[src/rtl/mavg_pkg.sv]
// ----------------------------------------------------------------------------
// Moving average filter package
// Shared constants and types for the moving average filter blocks.
// ----------------------------------------------------------------------------
package mavg_pkg;

    localparam int MAX_WINDOW_DEF  = 256;
    localparam int SAMPLE_BITS_DEF = 16;
    localparam int WIDTH_REG_BITS  = 9;

    localparam logic [WIDTH_REG_BITS-1:0] WIDTH_RESET = 9'd4;

    typedef struct packed {
        logic busy;
        logic done;
    } div_status_t;

endpackage

[src/rtl/mavg_front.sv]
// ----------------------------------------------------------------------------
// Moving average filter front end
// Accepts sample requests and holds them in a two-entry queue for the back end.
// ----------------------------------------------------------------------------
module mavg_front #(
    parameter int SAMPLE_BITS = mavg_pkg::SAMPLE_BITS_DEF
) (
    input  logic                          clk,
    input  logic                          rst_n,
    input  logic                          in_valid,
    output logic                          in_ready,
    input  logic signed [SAMPLE_BITS-1:0] in_sample,
    input  logic                          in_first,
    output logic                          out_valid,
    input  logic                          out_ready,
    output logic signed [SAMPLE_BITS-1:0] out_sample,
    output logic                          out_first
);
    import mavg_pkg::*;

    logic signed [SAMPLE_BITS-1:0] sample_q_reg [2];
    logic                          first_q_reg  [2];
    logic                          wr_ptr_reg;
    logic                          wr_ptr_next;
    logic                          rd_ptr_reg;
    logic                          rd_ptr_next;
    logic [1:0]                    count_reg;
    logic [1:0]                    count_next;
    logic                          push;
    logic                          pop;

    assign in_ready   = (count_reg != 2'd2);
    assign out_valid  = (count_reg != 2'd0);
    assign out_sample = sample_q_reg[rd_ptr_reg];
    assign out_first  = first_q_reg[rd_ptr_reg];
    assign push       = in_valid && in_ready;
    assign pop        = out_valid && out_ready;

    always_comb
    begin
        wr_ptr_next = push ? ~wr_ptr_reg : wr_ptr_reg;
        rd_ptr_next = pop ? ~rd_ptr_reg : rd_ptr_reg;
        count_next  = count_reg;
        if (push && !pop)
        begin
            count_next = count_reg + 2'd1;
        end
        else if (pop && !push)
        begin
            count_next = count_reg - 2'd1;
        end
    end

    always_ff @(posedge clk or negedge rst_n)
    begin
        if (!rst_n)
        begin
            wr_ptr_reg <= 1'b0;
            rd_ptr_reg <= 1'b0;
            count_reg  <= 2'd0;
        end
        else
        begin
            wr_ptr_reg <= wr_ptr_next;
            rd_ptr_reg <= rd_ptr_next;
            count_reg  <= count_next;
        end
    end

    always_ff @(posedge clk)
    begin
        if (push)
        begin
            sample_q_reg[wr_ptr_reg] <= in_sample;
            first_q_reg[wr_ptr_reg]  <= in_first;
        end
    end

endmodule

[config.mk]
export PLATFORM = sky130hd
export DESIGN_NAME = mavg_front
export DESIGN_NICKNAME = d
export VERILOG_FILES = /design/src/rtl/mavg_pkg.sv /design/src/rtl/mavg_front.sv
export SDC_FILE = /design/constraint.sdc
export NUM_CORES = 1
export LEC_CHECK = 0
export BUFFER_PORTS_ARGS = -buffer_cell sky130_fd_sc_hd__buf_2
export CORE_MARGIN = 2
export CORE_UTILIZATION = 35
export CTS_CLUSTER_DIAMETER = 30
export DETAILED_ROUTE_END_ITERATION = 8
export PLACE_DENSITY = 0.62
export SYNTH_ARGS = -nofsm -noshare
export SYNTH_HDL_FRONTEND = slang
export SYNTH_SLANG_ARGS = --single-unit
[constraint.sdc]
create_clock -name clk -period 2.1 [get_ports clk]
set_clock_uncertainty 0.15 [all_clocks]
set_input_delay 0.105 -clock clk [delete_from_list [all_inputs] [get_ports clk]]
set_output_delay 0.105 -clock clk [all_outputs]
set_load 0.05 [all_outputs]
==> flow_metrics.env, run 1 <==
export IMPL_p_clk_share_pct=15.2
export IMPL_drive_above_1_share_pct=48.9
export IMPL_clk_latency_ps=280
export IMPL_setup_tns_ps=0
export IMPL_synth_cells=71
export IMPL_multi_input_area_um2=320
export IMPL_synth_warnings=0
export IMPL_vdd_ir_drop_max_mv=0.747
export IMPL_p_sw_share_pct=41.1
export IMPL_drt_iter0_markers=41
export IMPL_hp_class="input port to flop"
export IMPL_synth_compound_area_share_pct=0
export IMPL_clock_sinks=38
export IMPL_p_switching_uw=1240
export IMPL_critPathKind="flop to primary output"
export IMPL_avgRoutedWirePerCell_um=12.9
export IMPL_rsz0062_at_grt="no"
export IMPL_wl_met2_mm=1.15
export IMPL_die_area_mm2=0.00475
export IMPL_nNetsFinal=162
export IMPL_gp_congestion=0.634
export IMPL_finalCritPeriodShare_pct=89.7
export IMPL_synthSimpleGateAreaFrac_pct=2.46
export IMPL_clk_pin_slew_worst_paths_ps=60
export IMPL_pwr_share_comb_pct=46.9
export IMPL_cts_hold_buf=21
export IMPL_final_common_cell="buf_2"
export IMPL_cts_made_buffers=5
export IMPL_regArea_mm2=0.00112
export IMPL_area_growth_syn_to_layout_pct=39.1
export IMPL_setup_violations=0
export IMPL_p_int_uw=1770
export IMPL_end_kind="primary output"
export IMPL_drcViolationCount=0
export IMPL_synth_xor_area_share_pct=2.97
export IMPL_htreeDepth=2
export IMPL_crit_chain="buf_12 > mux2_2 > buf_2"
export IMPL_synth_ff_latch_count=38
export IMPL_p_leak_uw=0.000831
export IMPL_placed_cells=162
export IMPL_critPathLaunchType="flop"
export IMPL_port_buffers=39
export IMPL_arrival_ps=1630
export IMPL_cts_repair_resized=0
export IMPL_tightest_slew_ps=406
export IMPL_cpMaxStageDelayCell="dfrtp_1"
export IMPL_met3_length_um=221
export IMPL_synth_top_family_by_area="multiplexers"
export IMPL_grt_pass1_vias=877
export IMPL_stdcell_count=191
export IMPL_tritoncts="built"
export IMPL_ant_nets=0
export IMPL_final_hold_violation_count=0
export IMPL_synth_area_mm2=0.00147
export IMPL_synthDistinctLibCells=16
export IMPL_vias_per_cell=4.31
export IMPL_fmax_mhz=531
export IMPL_die_h_um=68.9
export IMPL_postRouteWirelength_mm=2.47
export IMPL_seqPwrFrac_pct=37.9
export IMPL_cts_max_path_buffers=2
export IMPL_cts_setup_buffers=0
export IMPL_io_pins=40
export IMPL_antenna_cells=0
export IMPL_outcome="completed"
export IMPL_slew_headroom_pct=72.9
export IMPL_die_width_um=68.9
export IMPL_cp_max_fo=11
export IMPL_layout_common_cells="buf_2 (39), edfxtp_1 (34), dlygate4sd3_1 (21)"
export IMPL_ys_seq_area_share_pct=76.1
export IMPL_first_pass_iters=4
export IMPL_grt_start_max_net_pins=13
export IMPL_maxCapViolCount=0
export IMPL_grt_pass1_wl_mm=3.91
export IMPL_n_fill_cell=343
export IMPL_route_vias_total=824
export IMPL_final_design_area_no_fill_mm2=0.00205
export IMPL_initial_core_util_pct=36.6
export IMPL_grt_overflow_total=0
export IMPL_dpl_cell_area_mm2=0.00176
export IMPL_p_per_area_mw_per_mm2=1470
export IMPL_drt_met1_wl_mm=1.09
export IMPL_synthMuxAreaShare_pct=15.3
export IMPL_cts_root_buf="clkbuf_8"
export IMPL_cp_slowest_stage_delay_ps=590
export IMPL_dp_hpwl_mm=1.75
export IMPL_synth_area_per_cell_um2=20.8
export IMPL_antenna_found_initial=0
export IMPL_syn_num_nets=93
export IMPL_min_period_ps=1880
export IMPL_finalPower_uw=3010
export IMPL_core_mm2=0.00403
export IMPL_synth_fa_ha_area_share_pct=0.849
export IMPL_largest_reg_flops=32
export IMPL_num_rows=23
export IMPL_grt_util_all_layers_pct=12.0
export IMPL_top_layer="met4"
export IMPL_cp_required_ps=1850
export IMPL_finalMaxSlewViolations=0
## through the flow
stage | worst slack, ps | utilization [%] | hold slack (ps)
after global routing | 147 | 50.9 | 36.4
after detailed placement | 429 | 43.6 | -228
final | 216 | 50.9 | 21.0
after floorplan | 18.2 | - | -341
after global placement | 513 | 43.6 | -234
after CTS | 199 | 50.9 | 13.9
## metal layers
layer / vias up / GRT usage [%]
met5: - / 0
met2: 33 / 18.9
met1: 385 / 14.3
met3: 2 / 5.36
met4: 0 / 5.15
li1: 404 / -
## kinds of logic (layout without fill, tap and decap cells)
family,Yosys count,count (layout)
xor gates and xnor gates,5,5
adders and majority gates,1,1
buffers and inverters,3,73
DFF,38,38
muxes,17,17
and+or+nand+nor,7,7
## worst max-delay path, delay by kind of cell, from the launching register on
family / cells / cell delay [ps]
multiplexers: 1 / 340
flip-flops: 1 / 590
buffers and inverters: 2 / 420
## layout make-up
class	instances	area share [%]
timing repair buffer	64	22.5
sequential	38	54.7
clock buffer	6	3.54
inverter	1	0.183
tap	50	3.05
multi-input combinational	30	15.6
clock inverter	2	0.488
## path summary, 6_finish.rpt
path,to,slack [ps],depth (start not counted),from
setup reg to reg,sample_q_reg[0][4],460,4,count_reg[0]
hold reg to reg,count_reg[1],340,1,count_reg[1]
min in group asynchronous,count_reg[0],540,3,rst_n
max in group asynchronous,wr_ptr_reg,540,4,rst_n
hold / removal,wr_ptr_reg,20,3,in_valid
setup / recovery,out_first,220,3,rd_ptr_reg
## cell usage after synthesis, drive strengths merged
master	number	area [µm²]
and3	1	6.26
buf	2	31.3
dfrtp	4	100
edfxtp	34	1020
ha	1	12.5
inv	1	3.75
mux2	17	225
nand2	2	10.0
nand2b	1	6.26
nor2	2	7.51
or2	1	6.26
xnor2	3	26.3
xor2	2	17.5
## power groups by stage
| stage | combinational [µW] | sequential [µW] | clock, µW |
|---|---|---|---|
| 6_report | 1410 | 1140 | 458 |
| 5_1_grt | 1500 | 1160 | 506 |
| 4_1_cts | 1440 | 1140 | 481 |
| 3_5_place_dp | 1400 | 1160 | 0 |
| 3_3_place_gp | 1390 | 1150 | 0 |
| 2_1_floorplan | 1160 | 1110 | 0 |
Power figures use the tool's default switching activity.
==> inputs of run 2 (changes only) <==
--- a/config.mk
+++ b/config.mk
@@ -11,6 +11,7 @@
 export CTS_CLUSTER_DIAMETER = 30
 export DETAILED_ROUTE_END_ITERATION = 8
 export PLACE_DENSITY = 0.62
+export SLEW_MARGIN = 20
 export SYNTH_ARGS = -nofsm -noshare
 export SYNTH_HDL_FRONTEND = slang
 export SYNTH_SLANG_ARGS = --single-unit
==> constraint.sdc (replaced) <==
create_clock -name clk -period 1.9 [get_ports clk]
set_clock_uncertainty 0.15 [all_clocks]
set_input_delay 0.095 -clock clk [delete_from_list [all_inputs] [get_ports clk]]
set_output_delay 0.095 -clock clk [all_outputs]
set_load 0.05 [all_outputs]
==> flow_metrics.env, run 2 (same netlist as run 1, synthesis figures left out) <==
export IMPL_cp_max_fo=18
export IMPL_drt_iter0_markers=40
export IMPL_setup_tns_ps=0
export IMPL_grtUsageMet1_pct=10.5
export IMPL_clock_sinks=38
export IMPL_maxCapViolCount=0
export IMPL_p_leak_uw=0.000817
export IMPL_placed_cells=159
export IMPL_htreeDepth=2
export IMPL_r2r_cells=6
export IMPL_initial_core_util_pct=36.6
export IMPL_largest_reg_flops=32
export IMPL_io_pins=40
export IMPL_num_rows=23
export IMPL_cts_root_buf="clkbuf_8"
export IMPL_crit_start="rd_ptr_reg"
export IMPL_tritoncts="built"
export IMPL_ant_nets=0
export IMPL_die_area_mm2=0.00475
export IMPL_cp_required_ps=1650
export IMPL_cp_slowest_stage_delay_ps=380
export IMPL_finalCritPeriodShare_pct=91.6
export IMPL_vdd_ir_drop_max_mv=0.759
export IMPL_core_mm2=0.00403
export IMPL_end_kind="primary output"
export IMPL_setup_violations=0
export IMPL_die_h_um=68.9
export IMPL_port_buffers=39
export IMPL_p_per_area_mw_per_mm2=1670
export IMPL_final_common_cell="buf_2"
export IMPL_first_pass_iters=4
export IMPL_dp_hpwl_mm=1.56
export IMPL_grt_pass1_vias=868
export IMPL_crit_chain="buf_4 > mux2_2 > buf_2"
export IMPL_tightest_slew_ps=507
export IMPL_drive_above_1_share_pct=50.4
export IMPL_grt_util_all_layers_pct=11.0
export IMPL_post_route_util_pct=50.3
export IMPL_clk_pin_slew_worst_paths_ps=70
export IMPL_finalMaxSlewViolations=0
export IMPL_cts_setup_buffers=0
export IMPL_avgRoutedWirePerCell_um=12.4
export IMPL_r2r_end="count_reg[1]"
export IMPL_area_growth_syn_to_layout_pct=37.6
export IMPL_critPathLaunchType="flop"
export IMPL_fmax_mhz=574
export IMPL_grt_start_max_net_pins=19
export IMPL_rsz0062_at_grt="no"
export IMPL_cts_max_path_buffers=2
export IMPL_cpMaxStageDelayCell="mux2_2"
export IMPL_route_vias_total=833
export IMPL_cts_made_buffers=5
export IMPL_stdcell_count=187
export IMPL_hp_class="input port to flop"
export IMPL_antenna_found_initial=0
export IMPL_final_hold_violation_count=0
export IMPL_r2r_setup_slack_ps=190
export IMPL_die_width_um=68.9
export IMPL_arrival_ps=1500
export IMPL_postRouteWirelength_mm=2.33
export IMPL_hold_path_depth=3
export IMPL_drcViolationCount=0
export IMPL_hold_path_end="wr_ptr_reg"
export IMPL_globalRouteMet3Util_pct=4.55
export IMPL_vias_per_cell=4.45
export IMPL_grt_overflow_total=0
export IMPL_grt_busiest_layer="met2"
export IMPL_gp_congestion=0.755
export IMPL_worstHoldStart="in_valid"
export IMPL_grt_pass1_wl_mm=3.63
export IMPL_clk_latency_ps=280
export IMPL_critPathKind="flop to primary output"
export IMPL_min_period_ps=1740
export IMPL_layout_common_cells="buf_2 (39), edfxtp_1 (34), dlygate4sd3_1 (20)"
export IMPL_nNetsFinal=158
export IMPL_antenna_cells=0
export IMPL_hold_ws_ps=40.9
export IMPL_r2r_start="count_reg[0]"
export IMPL_gr_usage_met2_pct=20.2
export IMPL_outcome="completed"
export IMPL_slew_headroom_pct=66.1
export IMPL_finalPower_uw=3390
-- run 2: how the worst max path moves through the flow --
stage,end,slack [ps]
after floorplan,count_reg[1],90
after global placement,count_reg[1],290
after detailed placement,count_reg[1],170
after CTS,out_first,130
after global routing,count_reg[1],50
final,out_first,160
-- run 2: metrics by stage --
| stage | instance area [µm²] | setup slack (ps) |
|---|---|---|
| 2_1_floorplan | 1490 | 94.8 |
| 3_3_place_gp | 1720 | 293 |
| 3_5_place_dp | 1720 | 174 |
| 4_1_cts | 2030 | 133 |
| 5_1_grt | 2030 | 52.5 |
| 6_report | 2030 | 159 |
-- run 2: layer usage --
layer	wire length (µm)	part of all wire, %
met1	921	40
met2	1210	52
met3	163	7.0
met4	27	1.2
met5	0	0
-- run 2: critical path: cells and delay by family (launching register included) --
| family | cells | cell delay (ps) |
|---|---|---|
| flip-flops | 1 | 320 |
| buffers and inverters | 2 | 500 |
| multiplexers | 1 | 380 |
-- run 2: final cells by class --
class | instances | area [µm²]
clock inverters | 3 | 40.0
flip-flops and latches | 38 | 1120
multi-input cells | 30 | 329
fillers | 370 | 2000
repair buffers | 60 | 403
clock buffers | 5 | 68.8
well taps | 50 | 62.6
inverters | 1 | 3.75
-- run 2: timing repair --
item / in CTS / in global routing
endpoints found under the hold margin: 39 / 0
gates resized for setup: 0 / 0
setup endpoints to repair: 0 / 0
hold buffers: 20 / 0
-- run 2: where the power goes --
part,leakage [µW],switching [µW],internal [µW]
logic,0.000396,1030,490
registers,0.000362,76.9,1160
clock network,0.0000579,257,386
total,0.000817,1360,2030
